[src/sxd_pkg.sv]
// Shared constants, types and helper functions for the sixel stream decoder.
package sxd_pkg;

  localparam int PALETTE_ENTRIES = 256;
  localparam int PAL_AW          = $clog2(PALETTE_ENTRIES);
  localparam int CANVAS_LIMIT    = 4096;
  // Parameter slots any command actually reads back (palette set reads four + the live one).
  localparam int KEPT_SLOTS      = 4;
  localparam int NUM_DEFAULTS    = 16;

  // Result kinds
  localparam logic [1:0] KIND_RUN    = 2'd0;
  localparam logic [1:0] KIND_HEADER = 2'd1;
  localparam logic [1:0] KIND_END    = 2'd2;
  localparam logic [1:0] KIND_BAD    = 2'd3;

  // Raw stream bytes
  localparam logic [7:0] CH_DCS  = 8'h90;
  localparam logic [7:0] CH_ESC  = 8'h1B;
  localparam logic [7:0] CH_P    = 8'h50;
  localparam logic [7:0] CH_Q    = 8'h71;
  localparam logic [7:0] CH_SEMI = 8'h3B;
  localparam logic [7:0] CH_ZERO = 8'h30;
  localparam logic [7:0] CH_NINE = 8'h39;

  // Seven-bit body codes
  localparam logic [6:0] B_BANG   = 7'h21;
  localparam logic [6:0] B_QUOTE  = 7'h22;
  localparam logic [6:0] B_HASH   = 7'h23;
  localparam logic [6:0] B_DOLLAR = 7'h24;
  localparam logic [6:0] B_MINUS  = 7'h2D;
  localparam logic [6:0] B_CAN    = 7'h18;
  localparam logic [6:0] B_SUB    = 7'h1A;
  localparam logic [6:0] B_ESC    = 7'h1B;
  localparam logic [6:0] B_FS     = 7'h1C;
  localparam logic [6:0] B_SIXEL_FIRST = 7'h3F;
  localparam logic [6:0] B_SIXEL_LAST  = 7'h7E;

  // x/100 == (x * 5243) >> 19 exactly for x below 25600
  localparam logic [12:0] RECIP_100   = 13'd5243;
  localparam int          RECIP_SHIFT = 19;

  localparam logic [23:0] DEFAULT_COLORS [NUM_DEFAULTS] = '{
    24'h000000, 24'h000080, 24'h800000, 24'h008000,
    24'h8000FF, 24'h008080, 24'hFFFF00, 24'hFFFFFF,
    24'h808080, 24'h0000FF, 24'hFF0000, 24'h00FF00,
    24'hFF00FF, 24'h00FFFF, 24'hFFFFC0, 24'hFFFFFF
  };

  typedef struct packed {
    logic              en;
    logic [PAL_AW-1:0] addr;
    logic [15:0]       pct_red;
    logic [15:0]       pct_green;
    logic [15:0]       pct_blue;
  } sxd_pal_wr_t;

  typedef struct packed {
    logic [1:0]  result_kind;
    logic [11:0] run_x;
    logic [11:0] band_y;
    logic [11:0] run_length;
    logic [5:0]  sixel_bits;
    logic [7:0]  ink_red;
    logic [7:0]  ink_green;
    logic [7:0]  ink_blue;
    logic [12:0] image_width;
    logic [12:0] image_height;
    logic        opaque_background;
  } sxd_result_t;

  // Percentage (saturated at 100) to 0..255, rounding up
  function automatic logic [7:0] pct_to_byte(input logic [15:0] pct);
    logic [6:0]  p;
    logic [14:0] v;
    logic [27:0] prod;
    p    = (pct > 16'd100) ? 7'd100 : pct[6:0];
    v    = 15'(p) * 15'd255 + 15'd99;
    prod = 28'(v) * 28'(RECIP_100);
    return prod[RECIP_SHIFT+7:RECIP_SHIFT];
  endfunction

endpackage

[src/sxd_skid.sv]
// Output register with a skid stage so the parser keeps taking bytes under backpressure until the skid stage is full.
module sxd_skid import sxd_pkg::*; (
  input  logic        clk,
  input  logic        rst_n,
  input  logic        push,
  input  sxd_result_t push_data,
  output logic        ready,
  output logic        out_valid,
  input  logic        out_ready,
  output sxd_result_t out_data
);

  logic        out_v_r, out_v_nxt;
  logic        skid_v_r, skid_v_nxt;
  sxd_result_t out_d_r, out_d_nxt;
  sxd_result_t skid_d_r, skid_d_nxt;

  assign ready     = !skid_v_r;
  assign out_valid = out_v_r;
  assign out_data  = out_d_r;

  always_comb begin
    out_v_nxt  = out_v_r;
    skid_v_nxt = skid_v_r;
    out_d_nxt  = out_d_r;
    skid_d_nxt = skid_d_r;
    if (!out_v_r || out_ready) begin
      if (skid_v_r) begin
        out_d_nxt  = skid_d_r;
        out_v_nxt  = 1'b1;
        skid_v_nxt = 1'b0;
      end else if (push) begin
        out_d_nxt = push_data;
        out_v_nxt = 1'b1;
      end else begin
        out_v_nxt = 1'b0;
      end
    end else if (push) begin
      skid_d_nxt = push_data;
      skid_v_nxt = 1'b1;
    end
  end

  always_ff @(posedge clk) begin
    if (!rst_n) begin
      out_v_r  <= 1'b0;
      skid_v_r <= 1'b0;
    end else begin
      out_v_r  <= out_v_nxt;
      skid_v_r <= skid_v_nxt;
    end
  end

  always_ff @(posedge clk) begin
    out_d_r  <= out_d_nxt;
    skid_d_r <= skid_d_nxt;
  end

endmodule

[config.mk]
export PLATFORM = sky130hd
export DESIGN_NAME = sxd_skid
export DESIGN_NICKNAME = d
export VERILOG_FILES = /design/src/sxd_pkg.sv /design/src/sxd_skid.sv
export SDC_FILE = /design/constraint.sdc
export NUM_CORES = 1
export LEC_CHECK = 0
export BUFFER_PORTS_ARGS = -buffer_cell sky130_fd_sc_hd__buf_2
export CAP_MARGIN = 20
export CORE_MARGIN = 4
export CORE_UTILIZATION = 40
export CTS_CLUSTER_DIAMETER = 30
export DETAILED_ROUTE_END_ITERATION = 6
export PLACE_DENSITY_LB_ADDON = 0.05
export SLEW_MARGIN = 20
export SYNTH_ARGS = -nofsm -noshare
export SYNTH_HDL_FRONTEND = slang
export SYNTH_SLANG_ARGS = --single-unit
[constraint.sdc]
create_clock -name clk -period 6.8 [get_ports clk]
set_input_delay 0 -clock clk [delete_from_list [all_inputs] [get_ports clk]]
set_output_delay 0 -clock clk [all_outputs]
set_load 0.005 [all_outputs]
==> results.json, run 1 <==
{
  "p_leak_nw": 3.69,
  "die_h_um": 140,
  "crit_arrival_ns": 2.66,
  "grt_usage_pct": 14.7,
  "power_frac_clock_pct": 36.4,
  "cap_violations": 0,
  "synth_area_mm2": 0.00700,
  "seq_area_frac_synth_pct": 82.0,
  "max_clock_freq_mhz": 382,
  "drt-pass1-iter-count": 4,
  "htree_levels": 4,
  "relSlewSlack_pct": 43.1,
  "grt_overflow": 0,
  "max_stage_delay_ns": 0.86,
  "cp-endpoint": "out_data[16]$_DFFE_PP_",
  "rr_endpoint": "out_data[16]$_DFFE_PP_",
  "worstRegToRegCells": 3,
  "dieArea_mm2": 0.0197,
  "critical-path-top-delay-family": "flip-flops",
  "clock_latency_ns": 0.42,
  "cp-startpoint": "skid_v_r$_SDFFE_PP0P_",
  "cp.required_ns": 6.84,
  "grt_max_degree": 63,
  "setup_tns_ns": 0,
  "fp-row-count": 48,
  "layout_min_cycle_time_ns": 2.62,
  "path_buf_inv": 1,
  "syn_nets": 404,
  "tritoncts": "done",
  "cts_buffers": 17,
  "cts-root-buf": "clkbuf_16",
  "drv_slew": 0,
  "cp_num_cells": 3,
  "use_met1_pct": 18.6,
  "ys_types": 12,
  "use_met2_pct": 23.4,
  "ios": 196,
  "die_x_um": 140,
  "ys_seq_elements": 192,
  "cpMaxStageDelayCell": "dfxtp_4",
  "nets": 710,
  "irDropWorstVdd_mv": 0.154,
  "seq_power_share_pct": 55.7,
  "postSynthCellCount": 305,
  "switchingPower_w": 0.000504,
  "antenna_found_initial": 0,
  "worst_pin_slew_ns": 0.854,
  "ant_nets": 0,
  "grt-busiest-layer": "met2",
  "cts_max_path_buffers": 2,
  "critPathLaunchType": "flip-flop",
  "clkTransAtPathRegs_ns": 0.07,
  "diodes": 0,
  "hold_path_class": "in -> reg",
  "syn_avg_cell_area_um2": 23.0,
  "met3_usage_pct": 5.36,
  "power_density_mw_per_mm2": 254,
  "power_w": 0.00248,
  "endpoint_kind": "flip-flop",
  "ys_warn_count": 0,
  "layout_commonest_cell": "buf_2",
  "grt_pass1_vias": 4144,
  "skew_ns": 0.00904,
  "crit_chain": "nor2_1 -> nor2_4 -> buf_4",
  "clock_sinks": 192,
  "r2r-start": "skid_v_r$_SDFFE_PP0P_",
  "rsz0062_at_grt": "no",
  "io_buffers": 195,
  "setup_viol_count_final": 0,
  "gp_congestion": 0.697,
  "hold_viol_final": 0,
  "status": "completed",
  "initial_core_util_pct": 40.6,
  "syn_to_final_growth_pct": 39.1,
  "wire_per_inst_um": 16.5,
  "drt_iter0_markers": 175,
  "setup_slack_ns": 4.18,
  "worst-r2r-setup-slack_ns": 4.18,
  "vias": 3871,
  "p_int_w": 0.00198,
  "place_worst_setup_slack_ns": 4.10,
  "finalWirelength_um": 14000,
  "layout_common_cells": "buf_2 (195), edfxtp_1 (190), dlygate4sd3_1 (99), mux2_2 (77), mux2_4 (18)",
  "timing.final.crit_share_pct": 38.5,
  "fin_util_pct": 56.5,
  "hpwl_um": 8810,
  "p_comb_share_pct": 7.9,
  "layout-drive-gt1-share_pct": 52.0,
  "p_sw_share_pct": 20.3,
  "core_area_mm2": 0.0172,
  "path_class": "reg -> reg",
  "drc": 0,
  "vias_per_cell": 4.56,
  "cp_max_fo": 54,
  "grt_pass1_wl_um": 22400
}
## timing repair
item,CTS,global route
buffers inserted,0,0
hold buffers,99,0
hold endpoints to repair,192,0
gates resized for setup,0,0
## flip-flops by register name, summed over array words and instances (netlist names)
| register | count |
|---|---|
| skid_v_r | 1 |
| out_valid | 1 |
| out_data | 95 |
| skid_d_r | 95 |
## layer usage
layer | vias up | share of wire, %
met5 | - | 0
met4 | 0 | 1.4
met3 | 15 | 7.4
met2 | 117 | 48
met1 | 1905 | 43
li1 | 1834 | -
## worst min path at each step
stage | cells past startpoint | start | slack, ns | endpoint
after floorplan | 0 | push_data[0] | 0.1 | skid_d_r[0]$_DFFE_PP_
after global placement | 1 | push_data[1] | 0.19 | skid_d_r[1]$_DFFE_PP_
after detailed placement | 1 | push_data[46] | 0.19 | skid_d_r[46]$_DFFE_PP_
after CTS | 2 | push | 0.19 | skid_d_r[1]$_DFFE_PP_
after global routing | 2 | push | 0.20 | skid_d_r[1]$_DFFE_PP_
final | 2 | push | 0.21 | skid_d_r[1]$_DFFE_PP_
## cells in the mapped netlist, drive strengths merged
master / n / area [µm²]
and3b: 1 / 8.76
and2: 1 / 6.26
o31a: 1 / 8.76
buf: 11 / 80.1
nor2b: 1 / 6.26
mux2: 95 / 1140
inv: 1 / 3.75
nor2: 2 / 7.51
edfxtp: 190 / 5710
dfxtp: 2 / 40.0
## worst register-to-register path: cells and delay by family (launching register included)
family	cells	cell delay, ns
and+or+nand+nor	2	0.67
DFF	1	0.86
buffers and inverters	1	0.69
## metrics by stage
| step | instance area, µm² | hold slack [ns] | std cells |
|---|---|---|---|
| CTS | 9740 | 0.189 | 848 |
| floorplan | 7000 | 0.0989 | 305 |
| detailed placement | 8230 | 0.192 | 718 |
| global route | 9740 | 0.205 | 848 |
| finish | 9740 | 0.210 | 848 |
| global placement | 8230 | 0.188 | 718 |
## power groups by stage
stage / sequential, W / combinational (W) / clock (W)
after CTS: 0.00138 / 0.000199 / 0.000934
after floorplan: 0.00141 / 0.0000589 / 0
final: 0.00138 / 0.000195 / 0.000904
after detailed placement: 0.00141 / 0.000154 / 0
after global placement: 0.00141 / 0.000151 / 0
after global routing: 0.00139 / 0.000215 / 0.000984
## logic make-up after synthesis
| kind of cell | Yosys count | share of synthesized area (%) |
|---|---|---|
| AO/OA/AOI/OAI | 1 | 0.125 |
| buffers and inverters | 12 | 1.20 |
| flip-flops | 192 | 82.0 |
| multiplexers | 95 | 16.2 |
| AND/OR/NAND/NOR | 5 | 0.411 |
## area by class of cell
| cell class | instances | area (µm²) |
|---|---|---|
| timing repair buffer | 298 | 2000 |
| inverter | 1 | 3.75 |
| sequential | 192 | 5750 |
| multi-input combinational | 101 | 1180 |
| fill | 1416 | 7490 |
| clock inverter | 13 | 98.8 |
| tap | 225 | 282 |
| clock buffer | 18 | 429 |
Power figures use the tool's default switching activity.
==> run 2, diff against run 1 <==
--- a/config.mk
+++ b/config.mk
@@ -5,6 +5,7 @@
 export SDC_FILE = /design/constraint.sdc
 export NUM_CORES = 1
 export LEC_CHECK = 0
+export ABC_AREA = 1
 export BUFFER_PORTS_ARGS = -buffer_cell sky130_fd_sc_hd__buf_2
 export CAP_MARGIN = 20
 export CORE_MARGIN = 4
==> constraint.sdc (replaced) <==
create_clock -name clk -period 2.3 [get_ports clk]
set_input_delay 0 -clock clk [delete_from_list [all_inputs] [get_ports clk]]
set_output_delay 0 -clock clk [all_outputs]
set_load 0.005 [all_outputs]
==> results.json, run 2 <==
{
  "status": "completed",
  "rsz0062_at_grt": "no",
  "cts-root-buf": "clkbuf_16",
  "clock_sinks": 192,
  "p_comb_share_pct": 7.9,
  "cts_max_path_buffers": 2,
  "setup_viol_count_final": 0,
  "postSynthCellCount": 507,
  "ys_seq_elements": 192,
  "ant_nets": 0,
  "synth.most_common_cell": "nand2_1",
  "layout_commonest_cell": "nand2_1",
  "gp_congestion": 0.737,
  "vias": 4660,
  "grt_pass1_wl_um": 24900,
  "setup_slack_ns": 0.350,
  "n_fill_cell": 1453,
  "p_sw_share_pct": 20.8,
  "grt_pass1_vias": 4742,
  "syn_to_final_growth_pct": 40.6,
  "hpwl_um": 9510,
  "drv_slew": 0,
  "vias_per_cell": 4.46,
  "irDropWorstVdd_mv": 0.522,
  "post_cts_buffers": 0,
  "synth_edf_count": 190,
  "cp.required_ns": 2.60,
  "syn_nets": 606,
  "fin_util_pct": 57.1,
  "async_flop_share_pct": 0,
  "drc": 0,
  "layout_common_cells": "nand2_1 (286), buf_2 (195), edfxtp_1 (190), dlygate4sd3_1 (100), clkbuf_16 (17)",
  "fp-row-count": 48,
  "yosysTopAreaCell": "edfxtp_1",
  "synth_area_leaders": "edfxtp_1 (81%), nand2_1 (15%), buf_6 (0.96%)",
  "seq_power_share_pct": 53.5,
  "die_x_um": 140,
  "power_frac_clock_pct": 38.6,
  "cp_max_fo": 28,
  "htree_levels": 4,
  "grt_max_degree": 72,
  "cp-endpoint": "out_valid$_SDFFE_PN0P_",
  "layout-drive-gt1-share_pct": 28.9,
  "wire_per_inst_um": 14.9,
  "hold_path_class": "in -> reg",
  "synthFlopType": "edfxtp_1",
  "max_clock_freq_mhz": 513,
  "layout_min_cycle_time_ns": 1.95,
  "grt_usage_pct": 16.1,
  "ys_types": 14,
  "r2r-start": "skid_v_r$_SDFFE_PP0P_",
  "endpoint_kind": "flip-flop",
  "clock_latency_ns": 0.42,
  "die_h_um": 140,
  "ys_warn_count": 0,
  "antenna_found_initial": 0,
  "switchingPower_w": 0.00160,
  "critPathLaunchType": "flip-flop",
  "design_area_mm2": 0.00985,
  "ys_top_cells_by_count": "nand2_1 (286), edfxtp_1 (190), buf_2 (12)",
  "cts_buffers": 17,
  "rr_endpoint": "out_valid$_SDFFE_PN0P_",
  "yosysTopAreaCellShare_pct": 81.5,
  "p_int_w": 0.00607,
  "hold_viol_final": 0,
  "path_class": "reg -> reg",
  "timing.final.crit_share_pct": 84.8,
  "power_density_mw_per_mm2": 779,
  "nets": 907,
  "clkTransAtPathRegs_ns": 0.06,
  "initial_core_util_pct": 40.6,
  "io_buffers": 195,
  "p_leak_nw": 4.16,
  "worst_pin_slew_ns": 0.811,
  "diodes": 0,
  "synth_area_mm2": 0.00700,
  "relSlewSlack_pct": 45.9,
  "ios": 196,
  "cp-startpoint": "skid_v_r$_SDFFE_PP0P_",
  "dieArea_mm2": 0.0197,
  "worstRegToRegCells": 4,
  "drt_iter0_markers": 256,
  "holdPathStages": 3,
  "grt_overflow": 0,
  "regArea_mm2": 0.00575,
  "core_area_mm2": 0.0172,
  "multiInputGateArea_mm2": 0.00113,
  "worst-r2r-setup-slack_ns": 0.35,
  "crit_arrival_ns": 2.25,
  "skew_ns": 0.00943,
  "place_worst_setup_slack_ns": 0.598,
  "cap_violations": 0,
  "seq_area_frac_synth_pct": 82.0,
  "place_area_mm2": 0.00825,
  "drt-pass1-iter-count": 6,
  "finalWirelength_um": 15600,
  "syn_avg_cell_area_um2": 13.8,
  "power_w": 0.00767,
  "tritoncts": "done"
}
run 2: cell types whose count changed after synthesis, moves of 2 or more:
cell     before  now
buf_2         7   12
buf_4         0    2
buf_6         4    6
mux2_2       77    0
mux2_4       18    0
nand2_1       0  286
run 2: cells by family after synthesis:
kind of cell | share of synthesized area (%)
AO/OA/AOI/OAI | 0.143
buffers and inverters | 2.23
flip-flops | 82.0
AND/OR/NAND/NOR | 15.6
run 2: timing repair:
action                                 CTS  global route
endpoints found under the hold margin  192             0
hold buffers                           100             0
gates resized for setup                  0             0
run 2: worst min path at each step:
stage	startpoint	endpoint	slack, ns
5_1_grt	push_data[58]	skid_d_r[58]$_DFFE_PP_	0.29
6_report	out_ready	skid_d_r[27]$_DFFE_PP_	0.29
4_1_cts	push_data[70]	skid_d_r[70]$_DFFE_PP_	0.28
3_3_place_gp	push_data[92]	skid_d_r[92]$_DFFE_PP_	0.19
3_5_place_dp	push_data[64]	skid_d_r[64]$_DFFE_PP_	0.19
2_1_floorplan	push_data[0]	skid_d_r[0]$_DFFE_PP_	0.1
run 2: per-layer routing:
layer / up-vias / global-route usage [%] / wire length, µm
met5: - / 0 / 0
met4: 0 / 5.30 / 291
met3: 21 / 5.39 / 1200
met2: 152 / 25.1 / 7440
met1: 2171 / 21.4 / 6650
li1: 2316 / - / -
run 2: critical path: stages, from the launching register on:
cell	delay [ns]
dfxtp_4	0.45
o21ai_0	0.22
dlygate4sd3_1	0.58
nand2_1	0.04
dlygate4sd3_1	0.54
run 2: cell type report:
type                       instances  share of cell area [%]
multi-input combinational        292                    11.4
clock inverter                    14                    1.66
inverter                           2                   0.102
sequential                       192                    58.4
clock buffer                      18                    4.36
tap                              225                    2.86
timing repair buffer             303                    21.2
run 2: stage by stage:
stage / cells / hold WS [ns] / TNS, ns
2_1_floorplan: 507 / 0.0989 / -24.71
3_3_place_gp: 914 / 0.193 / 0
3_5_place_dp: 914 / 0.193 / 0
4_1_cts: 1046 / 0.275 / 0
5_1_grt: 1046 / 0.287 / 0
6_report: 1046 / 0.294 / 0
run 2: power groups by stage:
stage | clock, W | sequential (W) | combinational (W)
CTS | 0.00305 | 0.00411 | 0.000617
floorplan | 0 | 0.00420 | 0.000168
global route | 0.00319 | 0.00412 | 0.000680
detailed placement | 0 | 0.00418 | 0.000482
global placement | 0 | 0.00418 | 0.000474
finish | 0.00296 | 0.00410 | 0.000606
==> run 3, diff against run 2 <==
==> constraint.sdc (replaced) <==
create_clock -name clk -period 1.6 [get_ports clk]
set_input_delay 0 -clock clk [delete_from_list [all_inputs] [get_ports clk]]
set_output_delay 0 -clock clk [all_outputs]
set_load 0.005 [all_outputs]
==> results.json, run 3 (synthesis results as in run 2) <==
{
  "status": "completed",
  "grt_overflow": 0,
  "htree_levels": 4,
  "antenna_found_initial": 0,
  "setup_viol_count_final": 0,
  "drc": 0,
  "layout-drive-gt1-share_pct": 29.3,
  "path_class": "reg -> reg",
  "power_frac_clock_pct": 40.1,
  "die_h_um": 140,
  "cp_max_fo": 20,
  "switchingPower_w": 0.00227,
  "fp-row-count": 48,
  "cp.required_ns": 1.91,
  "worst-r2r-setup-slack_ns": 0.09,
  "syn_to_final_growth_pct": 42.2,
  "n_fill_cell": 1414,
  "cts_buffers": 17,
  "crit_arrival_ns": 1.82,
  "cts_max_path_buffers": 2,
  "core_area_mm2": 0.0172,
  "drt_iter0_markers": 215,
  "ant_nets": 0,
  "max_clock_freq_mhz": 663,
  "dieArea_mm2": 0.0197,
  "power_density_mw_per_mm2": 1140,
  "layout_min_cycle_time_ns": 1.51,
  "grt_pass1_wl_um": 24100,
  "finalWirelength_um": 15200,
  "stdcell_count": 1050,
  "p_int_w": 0.00906,
  "hpwl_um": 9720,
  "gp_congestion": 0.732,
  "cap_violations": 0,
  "p_sw_share_pct": 20.1,
  "diodes": 0,
  "hold_viol_final": 0,
  "rsz0062_at_grt": "no",
  "p_comb_share_pct": 7.9,
  "wire_per_inst_um": 14.5,
  "timing.final.crit_share_pct": 94.2,
  "nets": 911,
  "io_buffers": 195,
  "vias_per_cell": 4.39,
  "initial_core_util_pct": 40.6,
  "clkTransAtPathRegs_ns": 0.07,
  "skew_ns": 0.00692,
  "p_leak_nw": 4.22,
  "fin_util_pct": 57.8,
  "layout_common_cells": "nand2_1 (286), buf_2 (195), edfxtp_1 (190), dlygate4sd3_1 (100), clkbuf_16 (17)",
  "drt-pass1-iter-count": 5,
  "endpoint_kind": "flip-flop",
  "die_x_um": 140,
  "irDropWorstVdd_mv": 0.722,
  "hold_path_class": "in -> reg",
  "layout_commonest_cell": "nand2_1",
  "setup_slack_ns": 0.0924,
  "drv_slew": 0,
  "place_worst_setup_slack_ns": 0.308,
  "grt_pass1_vias": 4645,
  "ios": 196,
  "tritoncts": "done",
  "grt_usage_pct": 15.7,
  "seq_power_share_pct": 52.0,
  "clock_sinks": 192,
  "cts-root-buf": "clkbuf_16",
  "grt_max_degree": 54,
  "vias": 4609,
  "post_cts_buffers": 0,
  "clock_latency_ns": 0.42,
  "relSlewSlack_pct": 71.2,
  "dp.cells": 918,
  "worst_pin_slew_ns": 0.431,
  "critPathLaunchType": "flip-flop"
}
==> run 3: changes by cell type in the layout (fill, tap and decap cells not counted) <==
cell and change:
buf_12 +3, buf_4 +1, bufinv_16 +2, clkinv_1 -1, clkinv_4 -3, clkinvlp_4 +1
inv_6 +1
==> run 3: power groups by stage <==
stage	sequential, W	combinational [W]	clock, W
2_1_floorplan	0.00603	0.000242	0
3_3_place_gp	0.00600	0.000705	0
3_5_place_dp	0.00600	0.000717	0
4_1_cts	0.00590	0.000911	0.00467
5_1_grt	0.00592	0.000996	0.00490
6_report	0.00590	0.000893	0.00455
==> run 3: final timing paths <==
check                                       startpoint                endpoint  cells after the start
worst max-delay path             skid_v_r$_SDFFE_PP0P_  out_valid$_SDFFE_PN0P_                      4
worst min-delay path                     push_data[80]  skid_d_r[80]$_DFFE_PP_                      2
worst min register to register  skid_d_r[13]$_DFFE_PP_  out_data[13]$_DFFE_PP_                      2
worst max register to register   skid_v_r$_SDFFE_PP0P_  out_valid$_SDFFE_PN0P_                      4
==> run 3: per-stage QoR <==
stage | TNS, ns | power [W] | cell area (µm²) | hold slack, ns
2_1_floorplan | -93.40 | 0.00627 | 7030 | 0.0989
3_3_place_gp | 0 | 0.00671 | 8320 | 0.193
3_5_place_dp | 0 | 0.00672 | 8320 | 0.194
4_1_cts | 0 | 0.0115 | 9960 | 0.276
5_1_grt | 0 | 0.0118 | 9960 | 0.292
6_report | 0 | 0.0113 | 9960 | 0.301
==> run 3: layout make-up <==
type	count	area (µm²)	area share, %
inverters	2	10.0	0.100
flip-flops and latches	192	5750	57.7
repair buffers	307	2150	21.6
clock buffers	18	429	4.31
well taps	225	282	2.83
multi-input cells	292	1130	11.3
clock inverters	14	210	2.11
==> run 3: metal layers <==
layer	part of all wire, %	vias to the layer above	global-route usage, %
li1	-	2324	-
met1	44	2120	20.2
met2	48	148	25.5
met3	7.0	17	4.81
met4	1.3	0	4.95
met5	0	-	0
==> run 3: critical path: stages, from the launching register on <==
cell and delay (ns):
dfxtp_4 0.37, buf_4 0.21, o21ai_0 0.20, dlygate4sd3_1 0.58, nand2_1 0.05
==> run 3: timing repair <==
| item | CTS | global route |
|---|---|---|
| endpoints found under the hold margin | 192 | 0 |
| gates resized for setup | 0 | 0 |
| hold buffers | 100 | 0 |
