## config.mk

```make
export PLATFORM = sky130hd
export DESIGN_NAME = sxd_core
export DESIGN_NICKNAME = d
export VERILOG_FILES = /design/src/sxd_pkg.sv /design/src/sxd_core.sv
export SDC_FILE = /design/constraint.sdc
export NUM_CORES = 1
export LEC_CHECK = 0
export ABC_AREA = 1
export BUFFER_PORTS_ARGS = -buffer_cell sky130_fd_sc_hd__buf_2
export CAP_MARGIN = 20
export CORE_UTILIZATION = 45
export DETAILED_ROUTE_END_ITERATION = 8
export PLACE_DENSITY = 0.66
export SYNTH_ARGS = -nofsm -noshare
export SYNTH_HDL_FRONTEND = slang
export SYNTH_SLANG_ARGS = --single-unit
```

## constraint.sdc

```tcl
create_clock -name clk -period 12.3 [get_ports clk]
set_input_delay 2.46 -clock clk [delete_from_list [all_inputs] [get_ports clk]]
set_output_delay 2.46 -clock clk [all_outputs]
set_load 0.01 [all_outputs]
```

## src/sxd_pkg.sv

```systemverilog
// Shared constants, types and helper functions for the sixel stream decoder.
package sxd_pkg;

  localparam int PALETTE_ENTRIES = 256;
  localparam int PAL_AW          = $clog2(PALETTE_ENTRIES);
  localparam int CANVAS_LIMIT    = 4096;
  // Parameter slots any command actually reads back (palette set reads four + the live one).
  localparam int KEPT_SLOTS      = 4;
  localparam int NUM_DEFAULTS    = 16;

  // Result kinds
  localparam logic [1:0] KIND_RUN    = 2'd0;
  localparam logic [1:0] KIND_HEADER = 2'd1;
  localparam logic [1:0] KIND_END    = 2'd2;
  localparam logic [1:0] KIND_BAD    = 2'd3;

  // Raw stream bytes
  localparam logic [7:0] CH_DCS  = 8'h90;
  localparam logic [7:0] CH_ESC  = 8'h1B;
  localparam logic [7:0] CH_P    = 8'h50;
  localparam logic [7:0] CH_Q    = 8'h71;
  localparam logic [7:0] CH_SEMI = 8'h3B;
  localparam logic [7:0] CH_ZERO = 8'h30;
  localparam logic [7:0] CH_NINE = 8'h39;

  // Seven-bit body codes
  localparam logic [6:0] B_BANG   = 7'h21;
  localparam logic [6:0] B_QUOTE  = 7'h22;
  localparam logic [6:0] B_HASH   = 7'h23;
  localparam logic [6:0] B_DOLLAR = 7'h24;
  localparam logic [6:0] B_MINUS  = 7'h2D;
  localparam logic [6:0] B_CAN    = 7'h18;
  localparam logic [6:0] B_SUB    = 7'h1A;
  localparam logic [6:0] B_ESC    = 7'h1B;
  localparam logic [6:0] B_FS     = 7'h1C;
  localparam logic [6:0] B_SIXEL_FIRST = 7'h3F;
  localparam logic [6:0] B_SIXEL_LAST  = 7'h7E;

  // x/100 == (x * 5243) >> 19 exactly for x below 25600
  localparam logic [12:0] RECIP_100   = 13'd5243;
  localparam int          RECIP_SHIFT = 19;

  localparam logic [23:0] DEFAULT_COLORS [NUM_DEFAULTS] = '{
    24'h000000, 24'h000080, 24'h800000, 24'h008000,
    24'h8000FF, 24'h008080, 24'hFFFF00, 24'hFFFFFF,
    24'h808080, 24'h0000FF, 24'hFF0000, 24'h00FF00,
    24'hFF00FF, 24'h00FFFF, 24'hFFFFC0, 24'hFFFFFF
  };

  typedef struct packed {
    logic              en;
    logic [PAL_AW-1:0] addr;
    logic [15:0]       pct_red;
    logic [15:0]       pct_green;
    logic [15:0]       pct_blue;
  } sxd_pal_wr_t;

  typedef struct packed {
    logic [1:0]  result_kind;
    logic [11:0] run_x;
    logic [11:0] band_y;
    logic [11:0] run_length;
    logic [5:0]  sixel_bits;
    logic [7:0]  ink_red;
    logic [7:0]  ink_green;
    logic [7:0]  ink_blue;
    logic [12:0] image_width;
    logic [12:0] image_height;
    logic        opaque_background;
  } sxd_result_t;

  // Percentage (saturated at 100) to 0..255, rounding up
  function automatic logic [7:0] pct_to_byte(input logic [15:0] pct);
    logic [6:0]  p;
    logic [14:0] v;
    logic [27:0] prod;
    p    = (pct > 16'd100) ? 7'd100 : pct[6:0];
    v    = 15'(p) * 15'd255 + 15'd99;
    prod = 28'(v) * 28'(RECIP_100);
    return prod[RECIP_SHIFT+7:RECIP_SHIFT];
  endfunction

endpackage

```

## src/sxd_core.sv

```systemverilog
// Byte parser: header search, parameter lists, body commands and run generation.
module sxd_core import sxd_pkg::*; (
  input  logic              clk,
  input  logic              rst_n,
  input  logic              in_accept,
  input  logic [7:0]        data_byte,
  input  logic              end_of_stream,
  output logic [PAL_AW-1:0] pal_rd_addr,
  input  logic [23:0]       pal_rd_data,
  output sxd_pal_wr_t       pal_wr,
  output logic              res_vld,
  output sxd_result_t       res
);

  localparam logic [1:0] MODE_SEARCH = 2'd0;
  localparam logic [1:0] MODE_PARAMS = 2'd1;
  localparam logic [1:0] MODE_BODY   = 2'd2;
  localparam logic [1:0] MODE_DONE   = 2'd3;

  localparam logic [2:0] CMD_NONE    = 3'd0;
  localparam logic [2:0] CMD_HEADER  = 3'd1;
  localparam logic [2:0] CMD_REPEAT  = 3'd2;
  localparam logic [2:0] CMD_RASTER  = 3'd3;
  localparam logic [2:0] CMD_PALETTE = 3'd4;

  localparam logic [12:0] REP_MAX = 13'd8191;

  logic [1:0]  mode_r, mode_nxt;
  logic        esc_r, esc_nxt;
  logic [2:0]  cmd_r, cmd_nxt;
  logic [15:0] acc_r, acc_nxt;
  logic [3:0]  pcnt_r, pcnt_nxt;
  logic [15:0] pv_r [KEPT_SLOTS];
  logic [15:0] pv_nxt [KEPT_SLOTS];
  logic [23:0] ink_r, ink_nxt;
  logic [11:0] col_r, col_nxt;
  logic [11:0] row_r, row_nxt;
  logic [12:0] wid_r, wid_nxt;
  logic [12:0] hgt_r, hgt_nxt;
  logic [12:0] rep_r, rep_nxt;
  logic        opq_r, opq_nxt;

  logic [6:0]  c;
  logic        is_digit;
  logic        is_semi;
  logic [19:0] acc_mul;
  logic [15:0] acc_dig;
  logic [15:0] p1;
  logic [15:0] p2;
  logic [15:0] rep_inc;
  logic [16:0] rep_sum;
  logic [12:0] rep_sat;
  logic        pal_in_range;
  logic [12:0] row_plus6;
  logic [12:0] rep_len;
  logic [13:0] col_len;
  logic        do_body;
  logic [1:0]  res_kind;
  logic [11:0] res_x;
  logic [11:0] res_y;
  logic [11:0] res_len;
  logic [5:0]  res_bits;

  assign c        = data_byte[6:0];
  assign is_digit = (data_byte >= CH_ZERO) && (data_byte <= CH_NINE);
  assign is_semi  = (data_byte == CH_SEMI);

  assign acc_mul = {acc_r, 3'b000} + {3'b000, acc_r, 1'b0} + 20'(data_byte - CH_ZERO);
  assign acc_dig = (acc_mul > 20'd65535) ? 16'hFFFF : acc_mul[15:0];

  // Values of the first two parameters as they stand once the live one is pushed
  assign p1 = (pcnt_r == 4'd0) ? acc_r : pv_r[0];
  assign p2 = (pcnt_r == 4'd1) ? acc_r : pv_r[1];

  assign rep_inc = (p1 == 16'd0) ? 16'd1 : p1;
  assign rep_sum = 17'(rep_r) + 17'(rep_inc);
  assign rep_sat = (rep_sum > 17'(REP_MAX)) ? REP_MAX : rep_sum[12:0];

  assign pal_in_range = 32'(acc_r) < PALETTE_ENTRIES;
  assign row_plus6    = 13'(row_r) + 13'd6;

  always_comb begin
    mode_nxt = mode_r;
    esc_nxt  = esc_r;
    cmd_nxt  = cmd_r;
    acc_nxt  = acc_r;
    pcnt_nxt = pcnt_r;
    pv_nxt   = pv_r;
    ink_nxt  = ink_r;
    col_nxt  = col_r;
    row_nxt  = row_r;
    wid_nxt  = wid_r;
    hgt_nxt  = hgt_r;
    rep_nxt  = rep_r;
    opq_nxt  = opq_r;
    do_body  = 1'b0;
    res_vld  = 1'b0;
    res_kind = KIND_RUN;
    res_x    = '0;
    res_y    = '0;
    res_len  = '0;
    res_bits = '0;
    rep_len  = '0;
    col_len  = '0;
    pal_wr.en        = 1'b0;
    pal_wr.addr      = pv_r[0][PAL_AW-1:0];
    pal_wr.pct_red   = pv_r[2];
    pal_wr.pct_green = pv_r[3];
    pal_wr.pct_blue  = acc_r;

    if (in_accept) begin
      case (mode_r)
        MODE_SEARCH: begin
          if (end_of_stream) begin
            mode_nxt = MODE_DONE;
            res_vld  = 1'b1;
            res_kind = KIND_END;
          end else if (esc_r) begin
            esc_nxt = 1'b0;
            if (data_byte == CH_P) begin
              mode_nxt = MODE_PARAMS;
              cmd_nxt  = CMD_HEADER;
              acc_nxt  = '0;
              pcnt_nxt = '0;
            end
          end else if (data_byte == CH_DCS) begin
            mode_nxt = MODE_PARAMS;
            cmd_nxt  = CMD_HEADER;
            acc_nxt  = '0;
            pcnt_nxt = '0;
          end else if (data_byte == CH_ESC) begin
            esc_nxt = 1'b1;
          end
        end

        MODE_PARAMS: begin
          if (!end_of_stream && is_digit) begin
            acc_nxt = acc_dig;
          end else if (!end_of_stream && is_semi) begin
            if (32'(pcnt_r) < KEPT_SLOTS) begin
              pv_nxt[pcnt_r[$clog2(KEPT_SLOTS)-1:0]] = acc_r;
            end
            pcnt_nxt = (pcnt_r == 4'hF) ? 4'hF : pcnt_r + 4'd1;
            acc_nxt  = '0;
          end else if (cmd_r == CMD_HEADER) begin
            cmd_nxt = CMD_NONE;
            res_vld = 1'b1;
            if (end_of_stream || data_byte != CH_Q) begin
              mode_nxt = MODE_DONE;
              res_kind = KIND_BAD;
            end else begin
              mode_nxt = MODE_BODY;
              res_kind = KIND_HEADER;
              if (pcnt_r != 4'd0) begin
                opq_nxt = (p2 != 16'd1);
              end
            end
          end else begin
            // List ends: run the pending command, then treat this byte as body
            if (cmd_r == CMD_REPEAT) begin
              rep_nxt = rep_sat;
            end else if (cmd_r == CMD_PALETTE) begin
              if (pcnt_r == 4'd4 && pv_r[1] == 16'd2) begin
                pal_wr.en = 32'(pv_r[0]) < PALETTE_ENTRIES;
              end else if (pcnt_r == 4'd0) begin
                ink_nxt = pal_in_range ? pal_rd_data : 24'd0;
              end
            end
            cmd_nxt  = CMD_NONE;
            mode_nxt = MODE_BODY;
            acc_nxt  = '0;
            do_body  = 1'b1;
          end
        end

        MODE_BODY: begin
          do_body = 1'b1;
        end

        default: begin
        end
      endcase

      if (do_body) begin
        rep_len = (rep_nxt == 13'd0) ? 13'd1 : rep_nxt;
        col_len = 14'(col_r) + 14'(rep_len);
        if (end_of_stream) begin
          mode_nxt = MODE_DONE;
          res_vld  = 1'b1;
          res_kind = KIND_END;
        end else begin
          case (c)
            B_BANG, B_QUOTE, B_HASH: begin
              mode_nxt = MODE_PARAMS;
              cmd_nxt  = (c == B_BANG) ? CMD_REPEAT :
                         (c == B_QUOTE) ? CMD_RASTER : CMD_PALETTE;
              acc_nxt  = '0;
              pcnt_nxt = '0;
            end
            B_DOLLAR: begin
              col_nxt = '0;
            end
            B_MINUS: begin
              if (32'(row_plus6) >= CANVAS_LIMIT) begin
                mode_nxt = MODE_DONE;
                res_vld  = 1'b1;
                res_kind = KIND_END;
              end else begin
                if (13'(col_r) > wid_r) begin
                  wid_nxt = 13'(col_r);
                end
                col_nxt = '0;
                row_nxt = row_plus6[11:0];
                if (row_plus6 > hgt_r) begin
                  hgt_nxt = row_plus6;
                end
              end
            end
            B_CAN, B_SUB, B_ESC, B_FS: begin
              mode_nxt = MODE_DONE;
              res_vld  = 1'b1;
              res_kind = KIND_END;
            end
            default: begin
              if (c inside {[B_SIXEL_FIRST:B_SIXEL_LAST]}) begin
                res_vld = 1'b1;
                if (32'(col_len) >= CANVAS_LIMIT || 32'(row_plus6) >= CANVAS_LIMIT) begin
                  mode_nxt = MODE_DONE;
                  res_kind = KIND_END;
                end else begin
                  col_nxt = col_len[11:0];
                  if (col_len[12:0] > wid_r) begin
                    wid_nxt = col_len[12:0];
                  end
                  rep_nxt  = '0;
                  res_kind = KIND_RUN;
                  res_x    = col_r;
                  res_y    = row_r;
                  res_len  = rep_len[11:0];
                  res_bits = 6'(c - B_SIXEL_FIRST);
                end
              end
            end
          endcase
        end
      end
    end
  end

  // Palette is read at the value the accumulator will hold, so its registered data belongs to acc_r
  assign pal_rd_addr = acc_nxt[PAL_AW-1:0];

  always_comb begin
    res.result_kind       = res_kind;
    res.run_x             = res_x;
    res.band_y            = res_y;
    res.run_length        = res_len;
    res.sixel_bits        = res_bits;
    res.ink_red           = ink_nxt[23:16];
    res.ink_green         = ink_nxt[15:8];
    res.ink_blue          = ink_nxt[7:0];
    res.image_width       = wid_nxt;
    res.image_height      = hgt_nxt;
    res.opaque_background = opq_nxt;
  end

  always_ff @(posedge clk) begin
    if (!rst_n) begin
      mode_r <= MODE_SEARCH;
      esc_r  <= 1'b0;
      cmd_r  <= CMD_NONE;
      acc_r  <= '0;
      pcnt_r <= '0;
      ink_r  <= '0;
      col_r  <= '0;
      row_r  <= '0;
      wid_r  <= '0;
      hgt_r  <= '0;
      rep_r  <= '0;
      opq_r  <= 1'b1;
    end else begin
      mode_r <= mode_nxt;
      esc_r  <= esc_nxt;
      cmd_r  <= cmd_nxt;
      acc_r  <= acc_nxt;
      pcnt_r <= pcnt_nxt;
      ink_r  <= ink_nxt;
      col_r  <= col_nxt;
      row_r  <= row_nxt;
      wid_r  <= wid_nxt;
      hgt_r  <= hgt_nxt;
      rep_r  <= rep_nxt;
      opq_r  <= opq_nxt;
    end
  end

  // Slots are only read back after they were written in the current list
  always_ff @(posedge clk) begin
    pv_r <= pv_nxt;
  end

endmodule

```

==> results of run 1 <==
==> synth_stat cells (11+ instances only) <==
| cell | count | share of area |
|---|---|---|
| fa_1 | 17 | 0.026 |
| xor2_1 | 29 | 0.019 |
| o21ai_0 | 127 | 0.048 |
| inv_1 | 258 | 0.073 |
| edfxtp_1 | 64 | 0.14 |
| clkbuf_1 | 47 | 0.013 |
| o22ai_1 | 11 | 0.0052 |
| nand3_1 | 133 | 0.050 |
| a21oi_1 | 156 | 0.059 |
| nor3_1 | 33 | 0.012 |
| nor2_1 | 163 | 0.046 |
| nor4_1 | 17 | 0.0080 |
| nand2_1 | 423 | 0.12 |
| nand4_1 | 35 | 0.016 |
| buf_4 | 45 | 0.025 |
| ha_1 | 97 | 0.091 |
| dfxtp_1 | 113 | 0.17 |
==> per-layer routing <==
metal,wire [um],vias to the layer above
met4,571,4
met2,17400,409
met5,31,-
li1,-,6503
met3,2320,45
met1,18800,5987
==> registers in the layout (all words and copies together), names as in the netlist <==
name / count
pcnt_r: 4
opq_r: 1
cmd_r: 3
col_r: 12
mode_r: 2
hgt_r: 13
esc_r: 1
acc_r: 16
wid_r: 13
rep_r: 13
pal_wr: 40
row_r: 11
pv_r: 24
ink_r: 24
==> cells in the final DEF, fill, tap and decap left out, drive strengths merged, types with 11 or more instances in the layout <==
master  netlist  final
nand2       431    431
inv         261    269
buf          61    214
nor2        168    168
a21oi       156    156
nand3       135    135
o21ai       132    132
dfxtp       113    113
ha           97     97
edfxtp       64     64
nand4        36     36
nor3         34     34
xor2         29     29
nor4         18     18
clkbuf       47     18
fa           17     17
o22ai        11     11
==> cell type report <==
cell class	count	share of cell area
tap	384	0.0322
clock inverter	14	0.0125
multi-input combinational	1351	0.504
timing repair buffer	214	0.0750
inverter	266	0.0669
sequential	177	0.280
clock buffer	18	0.0288
==> logic make-up after synthesis <==
| logic type | Yosys count | synth area share |
|---|---|---|
| other cells | 1 | 0.000282 |
| flops | 177 | 0.315 |
| simple gates | 844 | 0.275 |
| compound gates | 358 | 0.149 |
| fa+ha+maj | 114 | 0.117 |
| buf+inv | 374 | 0.121 |
| xor+xnor | 34 | 0.0224 |
==> worst paths after layout <==
path / start / end / slack, ns / cells after the start
hold / removal: opq_r / opq_r / 0.47 / 2
hold reg to reg: opq_r / opq_r / 0.47 / 2
setup reg to reg: pcnt_r[0] / wid_r[2] / 3.93 / 54
setup / recovery: data_byte[0] / res[16] / 1.02 / 39
==> power by group <==
part           total, W  internal (W)  leakage (nW)  switching (W)
Combinational  0.000317      0.000109          5.67       0.000208
Sequential     0.000614      0.000607          1.50     0.00000680
Clock          0.000577      0.000295         0.294       0.000282
Total           0.00151       0.00101          7.47       0.000497
==> stage by stage <==
step                utilization  worst slack, ns  total power [W]  hold WS (ns)
global placement          0.495             1.41         0.000936         0.454
global route              0.517           0.0588          0.00158         0.496
finish                    0.517             1.02          0.00151         0.471
detailed placement        0.495             1.11         0.000940         0.457
CTS                       0.516            0.815          0.00152         0.477
floorplan                     -             2.56         0.000858         0.437
==> worst min-delay path, cell delays in order (launching register included) <==
cell and delay [ns]:
dfxtp_1 0.31, nand2_1 0.06, nand3_1 0.07
==> flow_summary.ini, run 1 <==
[route]
dr.pass1.iters = 5
wl_mm = 39.1
vias = 12900
drtIter0Drc = 1042
detail-route-antenna-nets = 0
drc = 0
wl_per_cell_um = 16.1
vias_per_cell = 5.34

[grt]
grt_start_max_net_pins = 59
grt_pass1_wl_mm = 62.7
grt.total_usage = 0.259
use_met2 = 0.414
antenna_found_initial = 3
grt-ovfl-total = 0
grtUsageMet3 = 0.0364
grt_pass1_vias = 11900
busiest_layer = met2
grtUsageMet1 = 0.369

[yosys]
synth_edf_count = 64
synthCells = 1902
syn-num-nets = 2052
synthDistinctLibCells = 59
ys.warnings.count = 0
async_flop_share = 0
synth_ff_type = dfxtp_1
ys_seq_area_frac = 0.315
avgSynthCellArea_um2 = 6.99
ys_ff_latch = 177
netlist_area_um2 = 13300

[die]
die_h_um = 174
core-area_um2 = 28900
start_util = 0.461
row_count = 62
die_x_um = 174
die_area_um2 = 30200
ios = 197

[final_layout]
drive_gt1_frac = 0.139
final_cells = 2424
seqCellArea_um2 = 4180
final_nets = 2177
nFillCells = 2980
diodes = 0
multi_input_area_um2 = 7520
area_delta_synth_final_pct = 12.3
stdcell_area_um2 = 14900

[job]
maxCapViolations = 0

[clock_network]
ctsHoldBuffers = 0
h-tree-depth = 4
clock_sinks = 177
worstSkewPairLatency_ns = 0.44
path_clk_slew_ns = 0.07
numCtsBuffers = 17
tritoncts = yes
cts_setup_buffers = 0
ctsResizeCount = 0
cts_buffer_depth = 2
root_buffer = clkbuf_16

[setup_path]
critPathMaxFanout = 20
crit_top_cell = inv_1
crit_path_top_delay_cell = inv_1
critPathKind = primary input to output pin
critPathBufInv = 11
critical-path-top-delay-family = buffers and inverters
cp_slowest_stage_delay_ns = 0.45
cp.required_ns = 9.84
critPathArrivalTime_ns = 8.82
cp-end-kind = output pin
startpoint_type = primary input

[pwr]
ir_drop_mv = 0.0897
powerDensity_nw_per_um2 = 101
leakagePower_nw = 7.47

[placed_design]
dp.cells = 2392
hpwlAfterDp_mm = 30.0
port_buffers = 195
gp_congestion = 0.953
dpl_cell_area_um2 = 14300

[timing]
hold_viol = 0
slew_viol_final = 0
setup_viol = 0
tightest_slew_ns = 0.952
fin_crit_sh = 0.917
setup-tns-final_ns = 0
final.min_clock_period_ns = 11.28
fmax_ghz = 0.0886
skew_ns = 0.0156
grt_setup_unrepaired = false
maxSlewHeadroom = 0.365

[run_status]
outcome = completed

[worst_hold_path]
hold_class = register to register
Power figures use the tool's default switching activity.
==> run 2, diff against run 1 <==
Settings changed: PLACE_DENSITY 0.66 to 0.65.
==> run 2 against run 1 <==
- combinational power rose by 1%
- clock power fell by 2%
- total power fell by 0.57%
- non-clock buffer count rose by 2
- die area did not move
- global-route usage rose by 0.64 points
- worst hold slack improved by 0.0053 ns
- critical endpoint unchanged
- largest cell class unchanged
==> flow_summary.ini, run 2 (synthesized netlist as in run 1, its figures left out) <==
[placed_design]
port_buffers = 195
gp_congestion = 0.980
dp.cells = 2394
hpwlAfterDp_mm = 30.6
dpl_worst_slack_ns = 1.26

[route]
wl_mm = 40.0
drc = 0
vias = 13000
drtIter0Drc = 1061
vias_per_cell = 5.36
wl_per_cell_um = 16.5
dr.pass1.iters = 7
detail-route-antenna-nets = 0

[clock_network]
tritoncts = yes
cts_setup_buffers = 0
root_buffer = clkbuf_16
h-tree-depth = 4
worstSkewPairLatency_ns = 0.44
numCtsBuffers = 17
path_clk_slew_ns = 0.08
ctsHoldBuffers = 0
cts_buffer_depth = 2
clock_sinks = 177

[timing]
skew_ns = 0.00862
maxSlewHeadroom = 0.325
slew_viol_final = 0
grt_setup_unrepaired = false
setup-tns-final_ns = 0
tightest_slew_ns = 1.01
layout_setup_ws_ns = 0.907
fmax_ghz = 0.0878
hold_viol = 0
final.min_clock_period_ns = 11.39
setup_viol = 0
fin_crit_sh = 0.926

[grt]
grtUsageMet1 = 0.372
grt-ovfl-total = 0
busiest_layer = met2
grt_pass1_wl_mm = 64.0
grt_start_max_net_pins = 60
antenna_found_initial = 5
grt_pass1_vias = 12100
use_met2 = 0.420
grtUsageMet3 = 0.0439
grt.total_usage = 0.265

[setup_path]
critPathKind = register to output pin
r2r_start = pcnt_r[0]
cp.required_ns = 9.84
crit_path_top_delay_cell = a2bb2oi_1
r2r_setup_slack_ns = 3.82
r2r.worst_path.cells = 51
critPathArrivalTime_ns = 8.93
cp_slowest_stage_delay_ns = 0.46
critPathMaxFanout = 31
startpoint_type = register
r2r-end = wid_r[2]
cp-end-kind = output pin

[pwr]
powerDensity_nw_per_um2 = 101
leakagePower_nw = 7.48
ir_drop_mv = 0.0755

[worst_hold_path]
hold_class = register to register
min_to = ink_r[8]
holdPathStages = 2
hp-start = ink_r[8]

[die]
die_x_um = 174
ios = 197
die_h_um = 174
row_count = 62
die_area_um2 = 30200
core-area_um2 = 28900
start_util = 0.461

[final_layout]
final_cell_mix = nand2_1, inv_1, buf_2, nor2_1, a21oi_1
area_delta_synth_final_pct = 12.3
drive_gt1_frac = 0.140
final_nets = 2179
largest_reg_flops = 40
nFillCells = 2954
final_cells = 2429
fin_util = 0.517
mostFrequentLayoutCell = nand2_1

[run_status]
outcome = completed

[job]
maxCapViolations = 0
==> run 2: cell count changes in the layout (fill, tap and decap cells not counted), moves of 2 or more <==
cell | before | now
inv_8 | 6 | 4
diode_2 | 0 | 3
clkinv_8 | 4 | 6
buf_4 | 19 | 21
==> run 2: layout make-up <==
cell class | instances | area [um2] | area share
Inverter | 266 | 998 | 0.0669
Clock buffer | 17 | 425 | 0.0285
Antenna cell | 3 | 7.51 | 0.000503
Tap cell | 384 | 480 | 0.0322
Clock inverter | 15 | 181 | 0.0122
Sequential cell | 177 | 4180 | 0.280
Multi-Input combinational cell | 1351 | 7510 | 0.503
Timing Repair Buffer | 216 | 1130 | 0.0760
==> run 2: power breakdown <==
group	switching, W	leakage (nW)	internal, W	total [W]
combinational	0.000212	5.68	0.000109	0.000321
sequential	0.00000670	1.50	0.000607	0.000614
clock	0.000288	0.292	0.000276	0.000564
total	0.000507	7.48	0.000992	0.00150
==> run 2: worst max-delay path by stage <==
stage                       startpoint      end  slack (ns)  depth (start not counted)
after floorplan           data_byte[4]  res[25]        2.56                         37
after global placement    data_byte[0]  res[16]        1.46                         40
after detailed placement  data_byte[0]  res[16]        1.26                         40
after CTS                    pcnt_r[0]  res[16]        0.83                         52
after global routing         pcnt_r[0]  res[16]        0.06                         52
final                        pcnt_r[0]  res[16]        0.91                         52
==> run 2: repair_timing <==
action                                  4_1_cts  5_1_grt
resized for setup                             0        1
endpoints found under the hold margin         0        0
endpoints found under the setup margin        0       12
==> run 2: worst max-delay path, delay by kind of cell, from the launching register on <==
kind	cells	cell delay, ns
and+or+nand+nor	23	2.65
AOI/OAI and AO/OA	10	2.10
adders and majority gates	6	1.79
buffers and inverters	12	1.26
DFF	1	0.42
xor gates and xnor gates	1	0.29
==> run 2: layer usage <==
| layer | up-vias | wire length [um] | part of all wire |
|---|---|---|---|
| li1 | 6521 | - | - |
| met1 | 6004 | 18700 | 0.47 |
| met2 | 447 | 17900 | 0.45 |
| met3 | 51 | 2590 | 0.065 |
| met4 | 4 | 768 | 0.019 |
| met5 | - | 22 | 0.00055 |
==> run 2: stage by stage <==
step	hold slack, ns	cell area (um2)	power, W
2_1_floorplan	0.437	13300	0.000858
3_3_place_gp	0.452	14300	0.000939
3_5_place_dp	0.460	14300	0.000943
4_1_cts	0.480	14900	0.00150
5_1_grt	0.504	14900	0.00158
6_report	0.477	14900	0.00150
==> run 3, diff against run 2 <==
Settings changed: CAP_MARGIN 20 to default, CORE_ASPECT_RATIO from default to 0.9.
==> run 3 against run 2 <==
- non-clock buffer count fell by 4
- total power up 0.48%
- core utilization fell by 0.074 points
- worst hold slack got worse by 0.0016 ns
- final cell count rose by 0.37%
- first-iteration DRC count increased by 13%
- critical path type unchanged
==> flow_summary.ini, run 3 (synthesized netlist as in run 1, its figures left out) <==
[clock_network]
root_buffer = clkbuf_16
path_clk_slew_ns = 0.07
tritoncts = yes
clock_sinks = 177
ctsHoldBuffers = 0
h-tree-depth = 4
cts_buffer_depth = 2
numCtsBuffers = 17
worstSkewPairLatency_ns = 0.45

[final_layout]
mostFrequentLayoutCell = nand2_1
area_delta_synth_final_pct = 12.4
final_nets = 2175
largest_reg_flops = 40
drive_gt1_frac = 0.139
final_cell_mix = nand2_1, inv_1, buf_2, nor2_1, a21oi_1

[grt]
grt-ovfl-total = 0
grt_start_max_net_pins = 72
grt_pass1_vias = 11800
grt.total_usage = 0.276
grt_pass1_wl_mm = 64.2
antenna_found_initial = 7

[route]
vias_per_cell = 5.38
vias = 13100
wl_per_cell_um = 16.9
detail-route-antenna-nets = 0
dr.pass1.iters = 6
wl_mm = 41.2
drc = 0
drtIter0Drc = 1195

[die]
row_count = 59
die_area_um2 = 30200
start_util = 0.459
die_h_um = 165
ios = 197
die_x_um = 183
core-area_um2 = 28900

[timing]
grt_setup_unrepaired = false
hold_viol = 0
final.min_clock_period_ns = 11.43
tightest_slew_ns = 1.12
slew_viol_final = 0
setup-tns-final_ns = 0
holdWs_ns = 0.475
skew_ns = 0.0164
setup_viol = 0
fin_crit_sh = 0.930
maxSlewHeadroom = 0.245
fmax_ghz = 0.0875

[setup_path]
critical-path-top-delay-family = simple AND/OR/NAND/NOR gates
crit_path_top_delay_cell = dfxtp_1
cp-end-kind = output pin
critPathMaxFanout = 31
worst-path-stages = 53
critPathKind = register to output pin
critPathBufInv = 13
cp_slowest_stage_delay_ns = 0.42
critPathArrivalTime_ns = 8.97
crit_top_cell = inv_1
startpoint_type = register
cp.required_ns = 9.84
r2r.worst_path.cells = 52

[run_status]
outcome = completed

[placed_design]
hpwlAfterDp_mm = 31.7
gp_congestion = 0.987
port_buffers = 195

[pwr]
leakagePower_nw = 7.46
total_power_w = 0.00151
powerDensity_nw_per_um2 = 101
ir_drop_mv = 0.110

[worst_hold_path]
holdPathStages = 2
hold_class = register to register

[job]
maxCapViolations = 0
==> run 3: layer usage <==
metal,vias up,part of all wire,global-route usage
li1,6520,-,-
met1,6024,0.46,0.384
met2,514,0.43,0.418
met3,52,0.094,0.0706
met4,4,0.017,0.0795
met5,-,0.00053,0
==> run 3: report_power, final <==
group	internal [W]	leakage (nW)	switching (W)
Combinational	0.000109	5.66	0.000216
Clock	0.000293	0.295	0.000274
Sequential	0.000607	1.50	0.00000730
Total	0.00101	7.46	0.000497
==> run 3: per-stage QoR <==
step                utilization  worst slack, ns  instances  instance area, um2
floorplan                     -             2.56       1902               13300
global placement          0.494            0.994       2401               14300
detailed placement        0.494            0.689       2401               14300
CTS                       0.515            0.500       2433               14900
global route              0.516          0.00573       2437               14900
finish                    0.516            0.867       2438               14900
==> run 3: final timing paths <==
path / startpoint / endpoint / slack [ns]
max: pcnt_r[0] / res[23] / 0.87
min: ink_r[19] / ink_r[19] / 0.47
min reg2reg: ink_r[19] / ink_r[19] / 0.47
max reg2reg: pcnt_r[0] / wid_r[4] / 3.73
==> run 3: timing repair <==
| action | CTS | global route |
|---|---|---|
| setup endpoints to repair | 0 | 12 |
| resized for setup | 0 | 5 |
| setup buffers | 0 | 1 |
==> run 3: tightest hold or removal path, stage by stage, from the launching register on <==
cell	delay, ns
dfxtp_1	0.30
nand2_1	0.07
a21oi_1	0.06
==> run 3: layout make-up <==
type | count | area (um2)
fillers | 2960 | 14000
multi-input cells | 1351 | 7540
flip-flops and latches | 177 | 4180
repair buffers | 212 | 1100
inverters | 266 | 998
well taps | 396 | 495
clock buffers | 17 | 425
clock inverters | 15 | 186
diodes | 4 | 10.0
